==> config.mk <==
export PLATFORM = sky130hd
export DESIGN_NAME = wall_clock_with_commands
export DESIGN_NICKNAME = d
export VERILOG_FILES = /design/src/rtl/wcc_pkg.sv /design/src/rtl/wcc_front.sv /design/src/rtl/wcc_cmd_fifo.sv /design/src/rtl/wcc_back.sv /design/src/rtl/wall_clock_with_commands.sv
export SDC_FILE = /design/constraint.sdc
export NUM_CORES = 1
export LEC_CHECK = 0
export BUFFER_PORTS_ARGS = -buffer_cell sky130_fd_sc_hd__buf_2
export CAP_MARGIN = 20
export CORE_UTILIZATION = 54
export CTS_CLUSTER_SIZE = 8
export DETAILED_ROUTE_END_ITERATION = 6
export GPL_TIMING_DRIVEN = 0
export PLACE_DENSITY = 0.8
export SLEW_MARGIN = 0
export SYNTH_ARGS = -nofsm -noshare
export SYNTH_HDL_FRONTEND = slang
export SYNTH_SLANG_ARGS = --single-unit
==> constraint.sdc <==
create_clock -name aclk -period 3.5 [get_ports aclk]
set_input_delay 0.175 -clock aclk [delete_from_list [all_inputs] [get_ports aclk]]
set_output_delay 0.175 -clock aclk [all_outputs]
set_load 0.02 [all_outputs]
==> src/rtl/wcc_pkg.sv <==
`default_nettype none
// ----------------------------------------------------------------------------
// wcc_pkg
// Shared types and codes of the wall clock with commands: input and result
// words, the internal command word and the character constants.
// ----------------------------------------------------------------------------
package wcc_pkg;

    // input word kinds
    localparam logic [1:0] KIND_TICK      = 2'd0;
    localparam logic [1:0] KIND_SET       = 2'd1;
    localparam logic [1:0] KIND_RESET     = 2'd2;
    localparam logic [1:0] KIND_TERMINATE = 2'd3;

    // shortest texts that still carry a command
    localparam logic [3:0] MIN_CMD_LEN = 4'd3;
    localparam logic [3:0] MIN_SET_LEN = 4'd12;

    localparam logic [7:0] CHAR_SPACE = 8'h20;
    localparam logic [7:0] CHAR_COLON = 8'h3A;
    localparam logic [7:0] CHAR_ZERO  = 8'h30;
    localparam logic [7:0] CHAR_ONE   = 8'h31;
    localparam logic [7:0] CHAR_TWO   = 8'h32;
    localparam logic [7:0] CHAR_THREE = 8'h33;
    localparam logic [7:0] CHAR_FIVE  = 8'h35;
    localparam logic [7:0] CHAR_NINE  = 8'h39;

    localparam logic LINE_TIME  = 1'b0;
    localparam logic LINE_BLANK = 1'b1;

    typedef struct packed {
        logic [1:0] kind;
        logic [3:0] text_length;
        logic [7:0] separator_char;
        logic [7:0] hour_tens_char;
        logic [7:0] hour_units_char;
        logic [7:0] first_colon_char;
        logic [7:0] minute_tens_char;
        logic [7:0] minute_units_char;
        logic [7:0] second_colon_char;
        logic [7:0] second_tens_char;
        logic [7:0] second_units_char;
    } in_item_t;

    typedef struct packed {
        logic       line_kind;
        logic       leading_newline;
        logic [1:0] hour_tens;
        logic [3:0] hour_units;
        logic [2:0] minute_tens;
        logic [3:0] minute_units;
        logic [2:0] second_tens;
        logic [3:0] second_units;
        logic       schedule_tick;
    } out_item_t;

    // time of day held as decimal digits
    typedef struct packed {
        logic [1:0] ht;
        logic [3:0] hu;
        logic [2:0] mt;
        logic [3:0] mu;
        logic [2:0] st;
        logic [3:0] su;
    } tod_t;

    typedef enum logic [2:0] {
        OP_TICK,
        OP_LOAD,
        OP_ZERO,
        OP_STOP,
        OP_BLANK
    } op_t;

    typedef struct packed {
        op_t  op;
        tod_t tod;
    } cmd_t;

endpackage
`default_nettype wire

==> src/rtl/wcc_front.sv <==
`default_nettype none
// ----------------------------------------------------------------------------
// wcc_front
// Command decoder: checks the text of each word, drops words that carry no
// command and turns the rest into command words for the back end.
// ----------------------------------------------------------------------------
module wcc_front (
    input  wire wcc_pkg::in_item_t item,
    output logic                   keep,
    output wcc_pkg::cmd_t          cmd
);
    import wcc_pkg::*;

    function automatic logic in_range(input logic [7:0] c, input logic [7:0] lo,
                                      input logic [7:0] hi);
        in_range = (c >= lo) && (c <= hi);
    endfunction

    logic hour_ok;
    logic text_ok;

    assign hour_ok = ((item.hour_tens_char == CHAR_ZERO || item.hour_tens_char == CHAR_ONE)
                      && in_range(item.hour_units_char, CHAR_ZERO, CHAR_NINE))
                     || (item.hour_tens_char == CHAR_TWO
                      && in_range(item.hour_units_char, CHAR_ZERO, CHAR_THREE));

    assign text_ok = (item.separator_char == CHAR_SPACE)
                     && (item.first_colon_char == CHAR_COLON)
                     && in_range(item.minute_tens_char, CHAR_ZERO, CHAR_FIVE)
                     && in_range(item.minute_units_char, CHAR_ZERO, CHAR_NINE)
                     && (item.second_colon_char == CHAR_COLON)
                     && in_range(item.second_tens_char, CHAR_ZERO, CHAR_FIVE)
                     && in_range(item.second_units_char, CHAR_ZERO, CHAR_NINE)
                     && hour_ok;

    always_comb begin
        keep        = 1'b1;
        cmd.op      = OP_TICK;
        // digits are only used by a load, where the text is known good
        cmd.tod.ht  = item.hour_tens_char[1:0];
        cmd.tod.hu  = item.hour_units_char[3:0];
        cmd.tod.mt  = item.minute_tens_char[2:0];
        cmd.tod.mu  = item.minute_units_char[3:0];
        cmd.tod.st  = item.second_tens_char[2:0];
        cmd.tod.su  = item.second_units_char[3:0];
        unique case (item.kind)
            KIND_TICK: begin
                cmd.op = OP_TICK;
            end
            KIND_SET: begin
                keep   = (item.text_length >= MIN_SET_LEN);
                cmd.op = text_ok ? OP_LOAD : OP_BLANK;
            end
            KIND_RESET: begin
                keep   = (item.text_length >= MIN_CMD_LEN);
                cmd.op = OP_ZERO;
            end
            KIND_TERMINATE: begin
                keep   = (item.text_length >= MIN_CMD_LEN);
                cmd.op = OP_STOP;
            end
            default: begin
                keep   = 1'b0;
                cmd.op = OP_TICK;
            end
        endcase
    end

endmodule
`default_nettype wire

==> src/rtl/wcc_cmd_fifo.sv <==
`default_nettype none
// ----------------------------------------------------------------------------
// wcc_cmd_fifo
// Small register queue of command words between decoder and back end.
// ----------------------------------------------------------------------------
module wcc_cmd_fifo #(
    parameter int DEPTH = 2
) (
    input  wire                 aclk,
    input  wire                 aresetn,
    input  wire                 push,
    input  wire wcc_pkg::cmd_t  push_cmd,
    output logic                full,
    input  wire                 pop,
    output wcc_pkg::cmd_t       pop_cmd,
    output logic                empty
);
    import wcc_pkg::*;

    localparam int AW = (DEPTH > 1) ? $clog2(DEPTH) : 1;
    localparam int CW = $clog2(DEPTH + 1);

    cmd_t          mem_reg [DEPTH];
    logic [AW-1:0] wr_ptr_reg, wr_ptr_next;
    logic [AW-1:0] rd_ptr_reg, rd_ptr_next;
    logic [CW-1:0] count_reg, count_next;
    logic          do_push, do_pop;

    assign full    = (count_reg == CW'(DEPTH));
    assign empty   = (count_reg == '0);
    assign do_push = push && !full;
    assign do_pop  = pop && !empty;
    assign pop_cmd = mem_reg[rd_ptr_reg];

    always_comb begin
        wr_ptr_next = wr_ptr_reg;
        rd_ptr_next = rd_ptr_reg;
        count_next  = count_reg;
        if (do_push) begin
            wr_ptr_next = (wr_ptr_reg == AW'(DEPTH - 1)) ? '0 : wr_ptr_reg + 1'b1;
        end
        if (do_pop) begin
            rd_ptr_next = (rd_ptr_reg == AW'(DEPTH - 1)) ? '0 : rd_ptr_reg + 1'b1;
        end
        if (do_push && !do_pop) begin
            count_next = count_reg + 1'b1;
        end else if (do_pop && !do_push) begin
            count_next = count_reg - 1'b1;
        end
    end

    always_ff @(posedge aclk) begin
        if (!aresetn) begin
            wr_ptr_reg <= '0;
            rd_ptr_reg <= '0;
            count_reg  <= '0;
        end else begin
            wr_ptr_reg <= wr_ptr_next;
            rd_ptr_reg <= rd_ptr_next;
            count_reg  <= count_next;
        end
    end

    always_ff @(posedge aclk) begin
        if (do_push) begin
            mem_reg[wr_ptr_reg] <= push_cmd;
        end
    end

    a_count_bound: assert property (@(posedge aclk) disable iff (!aresetn)
        count_reg <= CW'(DEPTH))
        else $error("command queue count beyond depth");

    a_count_step: assert property (@(posedge aclk) disable iff (!aresetn)
        (do_push && !do_pop) |=> (count_reg == $past(count_reg) + 1'b1))
        else $error("command queue count did not follow a push");

endmodule
`default_nettype wire

==> src/rtl/wcc_back.sv <==
`default_nettype none
// ----------------------------------------------------------------------------
// wcc_back
// Clock core: holds the time of day and run flags, executes command words
// and drives the registered result word.
// ----------------------------------------------------------------------------
module wcc_back (
    input  wire                   aclk,
    input  wire                   aresetn,
    input  wire                   cmd_avail,
    input  wire wcc_pkg::cmd_t    cmd,
    output logic                  cmd_pop,
    output logic                  m_valid,
    input  wire                   m_ready,
    output wcc_pkg::out_item_t    m_data
);
    import wcc_pkg::*;

    tod_t      tod_reg, tod_next, tod_inc;
    logic      running_reg, running_next;
    logic      ignore_reg, ignore_next;
    logic      out_valid_reg, out_valid_next;
    out_item_t out_reg, out_next;
    logic      emit;

    assign cmd_pop = cmd_avail && (!out_valid_reg || m_ready);
    assign m_valid = out_valid_reg;
    assign m_data  = out_reg;

    // one second later, 23:59:59 rolls over to midnight
    always_comb begin
        tod_inc = tod_reg;
        if (tod_reg.su != 4'd9) begin
            tod_inc.su = tod_reg.su + 4'd1;
        end else begin
            tod_inc.su = '0;
            if (tod_reg.st != 3'd5) begin
                tod_inc.st = tod_reg.st + 3'd1;
            end else begin
                tod_inc.st = '0;
                if (tod_reg.mu != 4'd9) begin
                    tod_inc.mu = tod_reg.mu + 4'd1;
                end else begin
                    tod_inc.mu = '0;
                    if (tod_reg.mt != 3'd5) begin
                        tod_inc.mt = tod_reg.mt + 3'd1;
                    end else begin
                        tod_inc.mt = '0;
                        priority if (tod_reg.ht == 2'd2 && tod_reg.hu == 4'd3) begin
                            tod_inc.ht = '0;
                            tod_inc.hu = '0;
                        end else if (tod_reg.hu == 4'd9) begin
                            tod_inc.ht = tod_reg.ht + 2'd1;
                            tod_inc.hu = '0;
                        end else begin
                            tod_inc.hu = tod_reg.hu + 4'd1;
                        end
                    end
                end
            end
        end
    end

    always_comb begin
        tod_next     = tod_reg;
        running_next = running_reg;
        ignore_next  = ignore_reg;
        emit         = 1'b0;
        out_next     = '0;
        out_next.line_kind = LINE_BLANK;
        if (cmd_pop) begin
            unique case (cmd.op)
                OP_TICK: begin
                    if (running_reg && !ignore_reg) begin
                        tod_next = tod_inc;
                        emit     = 1'b1;
                        out_next.line_kind     = LINE_TIME;
                        out_next.schedule_tick = 1'b1;
                    end else begin
                        ignore_next = 1'b0;
                    end
                end
                OP_LOAD, OP_ZERO: begin
                    tod_next = (cmd.op == OP_LOAD) ? cmd.tod : '0;
                    emit     = 1'b1;
                    out_next.line_kind       = LINE_TIME;
                    out_next.leading_newline = 1'b1;
                    out_next.schedule_tick   = 1'b1;
                    // a restart while running leaves one stale tick in flight
                    if (!running_reg) begin
                        running_next = 1'b1;
                    end else begin
                        ignore_next = 1'b1;
                    end
                end
                OP_STOP: begin
                    emit = 1'b1;
                    if (running_reg) begin
                        running_next = 1'b0;
                        ignore_next  = 1'b1;
                    end
                end
                OP_BLANK: begin
                    emit = 1'b1;
                end
                default: begin
                    emit = 1'b0;
                end
            endcase
            if (out_next.line_kind == LINE_TIME) begin
                out_next.hour_tens    = tod_next.ht;
                out_next.hour_units   = tod_next.hu;
                out_next.minute_tens  = tod_next.mt;
                out_next.minute_units = tod_next.mu;
                out_next.second_tens  = tod_next.st;
                out_next.second_units = tod_next.su;
            end
        end
        if (emit) begin
            out_valid_next = 1'b1;
        end else if (m_ready) begin
            out_valid_next = 1'b0;
        end else begin
            out_valid_next = out_valid_reg;
        end
    end

    always_ff @(posedge aclk) begin
        if (!aresetn) begin
            tod_reg       <= '0;
            running_reg   <= 1'b0;
            ignore_reg    <= 1'b0;
            out_valid_reg <= 1'b0;
        end else begin
            tod_reg       <= tod_next;
            running_reg   <= running_next;
            ignore_reg    <= ignore_next;
            out_valid_reg <= out_valid_next;
        end
    end

    always_ff @(posedge aclk) begin
        if (emit) begin
            out_reg <= out_next;
        end
    end

    a_blank_clean: assert property (@(posedge aclk) disable iff (!aresetn)
        (out_valid_reg && out_reg.line_kind == LINE_BLANK) |->
        (out_reg.hour_tens == '0 && out_reg.hour_units == '0 && out_reg.minute_tens == '0
         && out_reg.minute_units == '0 && out_reg.second_tens == '0
         && out_reg.second_units == '0 && !out_reg.leading_newline
         && !out_reg.schedule_tick))
        else $error("blank line carries nonzero fields");

    a_time_range: assert property (@(posedge aclk) disable iff (!aresetn)
        (out_valid_reg && out_reg.line_kind == LINE_TIME) |->
        ((out_reg.hour_tens < 2'd2 || (out_reg.hour_tens == 2'd2 && out_reg.hour_units <= 4'd3))
         && out_reg.hour_units <= 4'd9 && out_reg.minute_tens <= 3'd5
         && out_reg.minute_units <= 4'd9 && out_reg.second_tens <= 3'd5
         && out_reg.second_units <= 4'd9 && out_reg.schedule_tick))
        else $error("time line out of range");

    a_stop_halts: assert property (@(posedge aclk) disable iff (!aresetn)
        (cmd_pop && cmd.op == OP_STOP) |=> (!running_reg && m_valid))
        else $error("terminate did not stop the clock");

    a_idle_tick_silent: assert property (@(posedge aclk) disable iff (!aresetn)
        (cmd_pop && cmd.op == OP_TICK && !running_reg) |=> (!m_valid && !ignore_reg))
        else $error("tick on a stopped clock gave a result");

endmodule
`default_nettype wire

==> src/rtl/wall_clock_with_commands.sv <==
`default_nettype none
// ----------------------------------------------------------------------------
// wall_clock_with_commands
// 24-hour wall clock driven by tick, set, reset and terminate words.
// ----------------------------------------------------------------------------
// Takes one command word per cycle while the queue has room and gives at most
// one result word per command. A decoder checks the set text and drops words
// without a command, a queue of CMD_DEPTH words decouples it from the clock
// core; the core updates the time digits and the result register together.
// An accepted command waits in the queue until the core takes it; with the
// default queue of two words the block sustains one word per cycle as long as
// m_ready keeps up, and a stalled result holds back only the core while the
// queue takes up to CMD_DEPTH further words.
module wall_clock_with_commands #(
    parameter int CMD_DEPTH = 2
) (
    input  wire                   aclk,
    input  wire                   aresetn,
    input  wire                   s_valid,
    output logic                  s_ready,
    input  wire wcc_pkg::in_item_t s_data,
    output logic                  m_valid,
    input  wire                   m_ready,
    output wcc_pkg::out_item_t    m_data
);
    import wcc_pkg::*;

    logic keep;
    cmd_t dec_cmd;
    cmd_t q_cmd;
    logic q_full, q_empty, q_pop;

    assign s_ready = !q_full;

    wcc_front u_front (
        .item (s_data),
        .keep (keep),
        .cmd  (dec_cmd)
    );

    wcc_cmd_fifo #(
        .DEPTH (CMD_DEPTH)
    ) u_fifo (
        .aclk     (aclk),
        .aresetn  (aresetn),
        .push     (s_valid && s_ready && keep),
        .push_cmd (dec_cmd),
        .full     (q_full),
        .pop      (q_pop),
        .pop_cmd  (q_cmd),
        .empty    (q_empty)
    );

    wcc_back u_back (
        .aclk      (aclk),
        .aresetn   (aresetn),
        .cmd_avail (!q_empty),
        .cmd       (q_cmd),
        .cmd_pop   (q_pop),
        .m_valid   (m_valid),
        .m_ready   (m_ready),
        .m_data    (m_data)
    );

endmodule
`default_nettype wire

### After elaboration in Yosys (flattened, before gate mapping)

Memory sizes are Yosys's and may differ from the RTL's. A register that Yosys moved wholly into a read port is not among the register bits.
Index checks and enable logic that the tools add are counted.

| storage, ports and cells | value |
|---|---|
| flip-flop bits (word level) | 50 |
| latch bits | 0 |
| RAM bits | 46 |
| bits in read-only memories | 0 |
| bits of input ports | 82 |
| word-level logic and storage cells | 155 |
| memories kept | 1 |

Memories:

| name | depth | bits a word | rd ports | clocked after Yosys merged registers in | write ports | RTL line | RTL |
|---|---|---|---|---|---|---|---|
| u_fifo.mem_reg | 2 | 23 | 1 | 1 | 1 | wcc_cmd_fifo.sv:23 | `cmd_t mem_reg [DEPTH];` |

| operators by class | value |
|---|---|
| add/subtract/negate cells | 10 |
| multiply operators | 0 |
| div/mod/pow operators | 0 |
| magnitude comparators | 13 |
| equality and inequality tests | 23 |
| shifts and indexed selects | 0 |
| mux-type cells | 39 |
| bitwise operators | 1 |
| reduce and logical (&&, ||, !) cells | 47 |

Operators by type and width:

| cell | number |
|---|---|
| $eq 8x6->1 const B | 6 |
| $le 8x6->1 const B | 6 |
| $ge 8x6->1 const B | 5 |
| $mux 20 | 2 |
| $pmux 20 s2 | 1 |
| $logic_and 1x1->1 | 24 |
| $mux 16 | 1 |
| $mux 1 | 15 |
| $mux 13 | 1 |
| $add 4x1->4 const B | 3 |
| $mux 4 | 3 |
| $mux 6 | 2 |
| $pmux 1 s2 | 6 |
| $pmux 3 s4 | 1 |
| $mux 3 | 3 |
| $mux 9 | 1 |
| $eq 2x2->1 const B | 4 |
| $ne 4x4->1 const B | 2 |
| $reduce_bool 2->1 | 4 |
| $add 3x1->3 const B | 2 |
| $eq 3x2->1 const B | 2 |
| $logic_not 1->1 | 6 |
| $mux 2 | 3 |
| $ne 3x3->1 const B | 2 |
| 21 further kinds | 28 |

### Longest topological paths before layout

Gate-level depths: netlist (run 1).

| depth | value |
|---|---|
| word-level depth | 10 |
| depth in mapped cells | 9 |
| mapped depth without buffers | 8 |

### By module

From an unflattened synthesis (run 1), not the netlist that was laid out.

| unflattened totals | value |
|---|---|
| cell total of the unflattened synthesis | 443 |
| area, all modules | 4921.0 um2 |

By module, submodules not included:

| module | instances | cells each | area an instance (um2) | seq. area each (um2) |
|---|---|---|---|---|
| wcc_back | 1 | 291 | 2620.0 | 1151.1 |
| wcc_cmd_fifo | 1 | 96 | 1884.3 | 1481.4 |
| wcc_front | 1 | 53 | 400.4 | 0.0 |
| wall_clock_with_commands | 1 | 3 | 16.3 | 0.0 |

### Worst setup path after synthesis (run 1)

No wires, ideal clock.

| path | value |
|---|---|
| path type | reg-to-reg |
| start | mem u_fifo.mem_reg[1][21] in the netlist's numbering |
| end | reg u_back.out_reg (netlist bit u_back.m_data[0]) (enable) |
| library setup time | 0.405 ns |
| arrival time | 2.214 ns |
| required time | 3.095 ns |
| path slack | 0.881 ns |
| cell stages (with the launch flop) | 6 |
| path buffers | 1 |
| period minus slack after synthesis | 2.619 ns |
| cell sequence | edfxtp_1 nor2_1 a21oi_4 buf_2 o21a_1 nor2_1 |

RTL lines:

| element | RTL line | RTL |
|---|---|---|
| start, declared | wcc_cmd_fifo.sv:23 |  |
| end signal, assigned | wcc_back.sv:144 | `out_reg <= out_next;` |
| end, declared | wcc_back.sv:23 | `out_item_t out_reg, out_next;` |

==> results.yml, run 1 <==
worst_setup_path:
  critical_path_class: "register to register"
  worstPathArrival_ps: 2300
  crit_required_ps: 3560
  end_kind: "register"
  crit_chain: "buf_4 -> mux2i_1 -> o21ai_0 -> o21a_1 -> nor2_2 -> buf_8"
  worstPathMaxFanout: 20
  slowest_delay_ps: 450
  critPathSlowestCell: "mux2i_1"
  cp-start-kind: "register"
route:
  wl_um: 11600
  antenna_left: 0
  drt_first_pass_iters: 5
  drt_iter0_markers: 302
  drc: 0
  drt-wirelength-per-cell_um: 18.0
  vias: 3873
  avgViaCountPerCell: 6.02
run_status:
  outcome: "completed"
min_path:
  hp-start: "s_data[34]"
  hold_path.class: "input pin to register"
floorplanning:
  core_um2: 8300
  initial_utilization: 0.564
  die_w_um: 95.1
  die_y_um: 95.1
  core.rowCount: 33
  ios: 107
  die_area_um2: 9040
layout:
  finish.utilization: 0.684
  n_fill_cell: 636
  seq_area_um2: 2630
  largest_reg_flops: 46
  antenna_cells: 0
  area_delta_synth_final_pct: 21.3
  drive_above_1_share: 0.309
  fin_nets: 621
  multi_input_area_um2: 1930
yosys:
  synthDistinctLibCells: 76
  netlist_instances: 409
  synth_ff_type: "edfxtp_1"
  synth_mux_area_frac: 0.0441
  synth_area_leaders: "edfxtp_1, dfxtp_1, nor2_1"
  synth_area_per_cell_um2: 11.4
  yosys_register_bits: 97
  yosys-top-cells-count: "edfxtp_1, nor2_1, dfxtp_1"
  synth_top_family_by_area: "simple AND/OR/NAND/NOR gates"
  synth_xor_area_frac: 0.0169
  yosys.area_share.adder: 0.0161
  syn_area_um2: 4680
  synth_nets: 497
  synth_top_area_frac: 0.443
  yosys.area_share.simple: 0.178
  synth_largest_area_cell: "edfxtp_1"
  synth_edf_count: 69
  ys_seq_area_frac: 0.563
  async_flop_share: 0
  synth_compound_area_frac: 0.157
  yosysMostFrequentCell: "edfxtp_1"
  yosysWarnings: 0
sta:
  fin_crit_ps: 2230
  tightest_slew_ps: 715
  rsz0062_at_grt: "no"
  setup_ws_ps: 1270
  hold_viol_final: 0
  min_period_over_period: 0.639
  whs_ps: 14.2
  setup-tns-final_ps: 0
  fin_worst_skew_ps: 9.28
  slew_violations: 0
  slew_headroom: 0.523
  fmax_ghz: 0.447
  final-setup-viol-count: 0
power:
  cellLeakagePower_nw: 2.13
  total_power_mw: 3.88
  ir_drop_v: 0.000319
  power_per_cell_area_nw_per_um2: 684
clock_network:
  clock_latency_ps: 360
  cts_buffer_depth: 2
  root_buffer: "clkbuf_8"
  post_cts_buffers: 0
  cts_sinks: 97
  tritoncts: "done"
  clkTransAtPathRegs_ps: 90
  htree_levels: 3
  cts_buffers: 9
placement:
  gp_congestion: 0.946
  dp_hpwl_um: 8550
  post-place-ws_ps: 1320
  io_buffers: 106
global_route:
  grt_pass1_vias: 3633
  grt_max_degree: 21
  overflow: 0
  grt_usage: 0.267
  grt_pass1_wl_um: 17900
  antenna_found_initial: 0
run:
  maxCapViolCount: 0
power breakdown:
part,switching [mW],total (mW),leakage (nW),internal (mW)
sequential,0.180,1.71,0.873,1.52
clock,0.390,0.867,0.113,0.477
combinational,0.834,1.31,1.14,0.476
total,1.40,3.88,2.13,2.48
layout by cell type (no fill, tap or decap), types with 7 or more instances in the layout:
| cell | synthesis | routed |
|---|---|---|
| buf_2 | 8 | 114 |
| nand4_1 | 9 | 9 |
| a21oi_1 | 26 | 26 |
| dfxtp_1 | 28 | 28 |
| nand2_1 | 18 | 18 |
| nor2_1 | 52 | 49 |
| o21ai_0 | 24 | 24 |
| inv_1 | 9 | 9 |
| edfxtp_1 | 69 | 69 |
| clkbuf_8 | 0 | 9 |
| mux2i_1 | 15 | 15 |
| nand3_1 | 7 | 7 |
metrics by stage:
step	cell area [um2]	instances
after global placement	5340	620
after global routing	5670	643
after floorplan	4680	409
after CTS	5660	642
after detailed placement	5390	623
final	5670	643
worst max-delay path: cells and delay by family, from the launching register on:
kind / cells / cell delay (ps)
compound gates: 2 / 300
simple gates: 1 / 260
buf+inv: 2 / 500
mux: 1 / 450
flops: 1 / 420
area by class of cell:
class,instances,area share
inverter,9,0.00596
clock inverter,6,0.0201
tap,105,0.0232
clock buffer,10,0.0225
sequential,97,0.464
multi-input combinational,287,0.341
timing repair buffer,113,0.109
buffer,16,0.0150
cells by family (layout without fill, tap and decap cells):
family,after synthesis,after routing
simple gates,146,146
compound gates,106,106
flops,97,97
buf+inv,25,154
mux,20,20
xor+xnor,9,9
fa+ha+maj,6,6
timing repair:
action                                  4_1_cts  5_1_grt
endpoints found under the hold margin         6        1
gates resized for setup                       0        0
endpoints found under the setup margin        0        0
hold buffers                                  3        1
worst paths after layout:
kind | slack [ps] | end | depth (start not counted)
worst max-delay path | 1270 | u_back.m_data[22]$_SDFFCE_PN1P_ | 6
worst min-delay path | 10 | u_fifo.mem_reg[1][13]$_DFFE_PP_ | 1
worst max register to register | 1270 | u_back.m_data[22]$_SDFFCE_PN1P_ | 6
worst min register to register | 520 | u_fifo.count_reg[1]$_SDFFE_PN0P_ | 2
layer usage:
metal / track usage / share of wire / up-vias
met4: 0.0884 / 0.017 / 0
met5: 0 / 0 / -
met2: 0.463 / 0.50 / 207
met3: 0.0367 / 0.073 / 21
li1: - / - / 1805
met1: 0.344 / 0.41 / 1840
No activity file was read; power rests on OpenSTA's default activity.
==> run 2, diff against run 1 <==
==> constraint.sdc (replaced) <==
create_clock -name aclk -period 2.1 [get_ports aclk]
set_input_delay 0.105 -clock aclk [delete_from_list [all_inputs] [get_ports aclk]]
set_output_delay 0.105 -clock aclk [all_outputs]
set_load 0.02 [all_outputs]
==> results.yml, run 2 (synthesis gave the netlist of run 1 again) <==
worst_setup_path:
  r2r_slack_ps: 60
  r2r_cells: 8
  crit_cells: 8
  worstPathMaxFanout: 10
  slowest_delay_ps: 480
  crit_chain: "buf_4 -> a21oi_4 -> buf_2 -> o21ai_0 -> o21a_1 -> nor2_4 -> buf_12 -> o21a_1"
  cp_common_cell: "o21a_1"
  setup.worst_path.end: "u_back.m_valid$_SDFFE_PN0P_"
  crit_required_ps: 2380
  crit_buf_inv: 3
  worstPathArrival_ps: 2310
  critical_path_class: "register to register"
  critPathSlowestCell: "dfxtp_1"
  cp-start-kind: "register"
  r2r-end: "u_back.m_valid$_SDFFE_PN0P_"
  crit_family: "compound AO/OA/AOI/OAI gates"
  end_kind: "register"
power:
  sequentialPowerShare: 0.435
  cellLeakagePower_nw: 2.25
  power_per_cell_area_nw_per_um2: 1100
  intPower_mw: 4.14
  clkPwrFrac: 0.199
  ir_drop_v: 0.000527
  total_power_mw: 6.57
  swShare: 0.370
  combPwrFrac: 0.366
  power.switching_mw: 2.43
global_route:
  overflow: 0
  grt_pass1_vias: 3876
  grt_pass1_wl_um: 19000
  gr-usage-met1: 0.360
  antenna_found_initial: 0
  grt_max_degree: 16
  grt_usage: 0.284
  met2_usage: 0.471
  busiest_layer: "met2"
  met3_usage: 0.0542
run:
  maxCapViolCount: 0
floorplanning:
  die_area_um2: 9040
  core_um2: 8300
  die_w_um: 95.1
  initial_utilization: 0.564
  die_y_um: 95.1
  ios: 107
  core.rowCount: 33
sta:
  fin_worst_skew_ps: 13.4
  final-setup-viol-count: 0
  slew_violations: 0
  setup_ws_ps: 62.2
  fmax_ghz: 0.491
  rsz0062_at_grt: "yes"
  min_period_over_period: 0.970
  slew_headroom: 0.583
  tightest_slew_ps: 625
  hold_viol_final: 0
  fin_crit_ps: 2040
clock_network:
  root_buffer: "clkbuf_8"
  cts_sinks: 97
  htree_levels: 3
  cts_buffer_depth: 2
  clkTransAtPathRegs_ps: 100
  cts_buffers: 9
  clock_latency_ps: 370
  tritoncts: "done"
layout:
  fin_nets: 642
  largest_reg_flops: 46
  final_cells: 664
  seq_area_um2: 2640
  antenna_cells: 0
  area_delta_synth_final_pct: 27.5
  design_area_um2: 5960
  multi_input_area_um2: 2030
  drive_above_1_share: 0.326
  layout_common_cells: "buf_2, edfxtp_1, nor2_1"
  layout_commonest_cell: "buf_2"
  n_fill_cell: 590
placement:
  post-place-ws_ps: -298
  place_inst: 622
  dp_hpwl_um: 8610
  dpl-instance-area_um2: 5380
  gp_congestion: 0.937
  io_buffers: 106
route:
  avgViaCountPerCell: 5.96
  wl_um: 12400
  vias: 3957
  drt_first_pass_iters: 6
  drt_iter0_markers: 324
  drt-wirelength-per-cell_um: 18.6
  antenna_left: 0
  drc: 0
min_path:
  hold_path.class: "input pin to register"
run_status:
  outcome: "completed"
==> run 2: cell types whose count changed in the layout (fill, tap and decap cells not counted), moves of 2 or more <==
cell           delta
buf_4             +4
buf_12            +3
dlygate4sd3_1    +16
dfxtp_1           -2
nor2_1            -2
buf_2             -3
nor2_4            +3
clkinv_2          +3
dfxtp_2           +2
==> run 2: worst min-delay path by stage <==
stage | slack [ps] | start | depth (start not counted) | to
2_1_floorplan | 200 | s_data[0] | 0 | u_fifo.mem_reg[0][0]$_DFFE_PP_
3_3_place_gp | 290 | s_data[24] | 1 | u_fifo.mem_reg[1][7]$_DFFE_PP_
3_5_place_dp | 300 | s_data[24] | 1 | u_fifo.mem_reg[1][7]$_DFFE_PP_
4_1_cts | 40 | aresetn | 3 | u_back.tod_reg[15]$_SDFFE_PN0P_
5_1_grt | 50 | aresetn | 3 | u_back.tod_reg[7]$_SDFFE_PN0P_
6_report | 50 | aresetn | 3 | u_back.tod_reg[16]$_SDFFE_PN0P_
==> run 2: layout make-up <==
type	count	area share
Clock inverter	6	0.0138
Buffer	16	0.0155
Multi-Input combinational cell	288	0.340
Inverter	9	0.00566
Tap cell	105	0.0220
Sequential cell	97	0.442
Clock buffer	10	0.0214
Timing Repair Buffer	133	0.140
==> run 2: worst min-delay path, stage by stage <==
cell and delay (ps):
buf_2 150, o21ai_0 80, a21oi_1 50
==> run 2: power by group through the flow <==
stage	clock [mW]	sequential [mW]	combinational [mW]
finish	1.31	2.86	2.41
global route	1.40	2.91	2.59
CTS	1.31	2.83	2.33
detailed placement	0	2.86	2.14
global placement	0	2.85	2.04
floorplan	0	3.00	1.28
==> run 2: repair_timing <==
action / CTS / global route
hold endpoints to repair: 40 / 0
pin swaps: 2 / 3
buffers inserted: 3 / 2
gates cloned: 1 / 0
hold buffers: 20 / 0
gates resized for setup: 6 / 17
setup endpoints to repair: 27 / 40
==> run 2: metal layers <==
metal | routed length [um] | part of all wire
met3 | 882 | 0.071
met1 | 4980 | 0.40
met2 | 6080 | 0.49
met4 | 414 | 0.034
met5 | 0 | 0
==> run 2: stage by stage <==
| step | setup TNS, ps | hold slack, ps | utilization |
|---|---|---|---|
| after floorplan | -7380 | 204 | - |
| after global placement | -26070 | 293 | 0.644 |
| after detailed placement | -7040 | 299 | 0.648 |
| final | 0 | 53.2 | 0.719 |
| after CTS | 0 | 42.5 | 0.708 |
| after global routing | -69.6 | 47.3 | 0.719 |
==> run 3, diff against run 2 <==
--- a/config.mk
+++ b/config.mk
@@ -7,6 +7,7 @@
 export LEC_CHECK = 0
 export BUFFER_PORTS_ARGS = -buffer_cell sky130_fd_sc_hd__buf_2
 export CAP_MARGIN = 20
+export CORE_ASPECT_RATIO = 1.1
 export CORE_UTILIZATION = 54
 export CTS_CLUSTER_SIZE = 8
 export DETAILED_ROUTE_END_ITERATION = 6
==> results.yml, run 3 (synthesis gave the netlist of run 1 again) <==
run:
  maxCapViolCount: 0
power:
  total_power_mw: 6.48
  power_per_cell_area_nw_per_um2: 1090
  cellLeakagePower_nw: 2.23
  ir_drop_v: 0.000550
route:
  antenna_left: 0
  drt-wirelength-per-cell_um: 17.7
  vias: 3952
  drc: 0
  avgViaCountPerCell: 5.90
  drt_iter0_markers: 287
  wl_um: 11900
  drt_first_pass_iters: 5
global_route:
  overflow: 0
  grt_pass1_wl_um: 18400
  grt_pass1_vias: 3790
  grt_max_degree: 20
  grt_usage: 0.268
  antenna_found_initial: 0
min_path:
  hold_path.class: "input pin to register"
placement:
  dp_hpwl_um: 8360
  post-place-ws_ps: -218
  io_buffers: 106
  gp_congestion: 0.897
  place_inst: 628
layout:
  largest_reg_flops: 46
  multi_input_area_um2: 2020
  layout_commonest_cell: "buf_2"
  n_fill_cell: 620
  final_cells: 670
  seq_area_um2: 2640
  layout_common_cells: "buf_2, edfxtp_1, nor2_1"
  drive_above_1_share: 0.327
  fin_nets: 642
  area_delta_synth_final_pct: 27.3
  antenna_cells: 0
worst_setup_path:
  slowest_delay_ps: 420
  critPathSlowestCell: "edfxtp_1"
  end_kind: "register"
  worstPathArrival_ps: 2210
  crit_chain: "and2b_4 -> a22o_1 -> and2_1 -> clkbuf_4 -> o21ai_1 -> buf_2 -> a21oi_1"
  cp-start-kind: "register"
  critical_path_class: "register to register"
  crit_buf_inv: 2
  worstPathMaxFanout: 10
  crit_required_ps: 2210
  crit_family: "compound AO/OA/AOI/OAI gates"
sta:
  fin_crit_ps: 2090
  rsz0062_at_grt: "yes"
  fmax_ghz: 0.478
  tightest_slew_ps: 636
  setup_ws_ps: 5.81
  whs_ps: 54.9
  hold_viol_final: 0
  min_period_over_period: 0.997
  final-setup-viol-count: 0
  slew_headroom: 0.576
  fin_worst_skew_ps: 11.3
  slew_violations: 0
clock_network:
  clkTransAtPathRegs_ps: 90
  clock_latency_ps: 370
  htree_levels: 3
  cts_buffer_depth: 2
  cts_buffers: 9
  root_buffer: "clkbuf_8"
  cts_sinks: 97
  tritoncts: "done"
floorplanning:
  initial_utilization: 0.556
  die_area_um2: 9040
  die_y_um: 99.6
  core_um2: 8410
  die_w_um: 90.7
  core.rowCount: 35
  ios: 107
run_status:
  outcome: "completed"
[run 3: cell count changes in the layout (fill, tap and decap cells not counted), sizes merged]
cell	before	now
clkbuf	15	19
bufinv	2	1
clkinv	3	0
[run 3: area by class of cell]
type | count | share of cell area
Clock buffer | 14 | 0.0275
Clock inverter | 2 | 0.00631
Multi-Input combinational cell | 288 | 0.340
Buffer | 16 | 0.0151
Inverter | 9 | 0.00568
Sequential cell | 97 | 0.444
Timing Repair Buffer | 133 | 0.138
Tap cell | 111 | 0.0233
[run 3: what timing repair did]
item                                   4_1_cts  5_1_grt
setup endpoints to repair                   26       42
gates cloned                                 1        0
endpoints found under the hold margin       40        0
pin swaps                                    2        5
resized for setup                            3       21
buffers inserted                             2        3
hold buffers                                20        0
[run 3: per-stage QoR]
| stage | area [um2] | setup TNS (ps) | util |
|---|---|---|---|
| after floorplan | 4680 | -7380 | - |
| after global placement | 5350 | -25920 | 0.637 |
| after detailed placement | 5390 | -5080 | 0.641 |
| after CTS | 5850 | 0 | 0.696 |
| after global routing | 5950 | -430 | 0.708 |
| final | 5950 | 0 | 0.708 |
[run 3: layer usage]
layer,vias to the layer above,global-route usage,wire (um)
met5,-,0,0
met4,0,0.115,382
met3,39,0.0466,789
met2,199,0.472,5850
met1,1857,0.325,4870
li1,1857,-,-
[run 3: worst min-delay path, stage by stage]
cell	delay (ps)
buf_2	150
o21ai_0	80
a21oi_1	40
[run 3: worst paths after layout]
check	start	to	slack, ps	cells past startpoint
setup reg to reg	u_fifo.mem_reg[1][22]$_DFFE_PP_	u_back.m_data[13]$_SDFFCE_PP0P_	6	7
hold reg to reg	u_fifo.count_reg[1]$_SDFFE_PN0P_	u_fifo.count_reg[1]$_SDFFE_PN0P_	520	2
setup / recovery	u_fifo.mem_reg[1][22]$_DFFE_PP_	u_back.m_data[13]$_SDFFCE_PP0P_	6	7
hold / removal	aresetn	u_back.tod_reg[16]$_SDFFE_PN0P_	50	3
[run 3: power by group]
group	internal, mW	leakage, nW	switching (mW)
Sequential	2.55	0.875	0.305
Clock	0.626	0.0960	0.614
Combinational	0.911	1.26	1.47
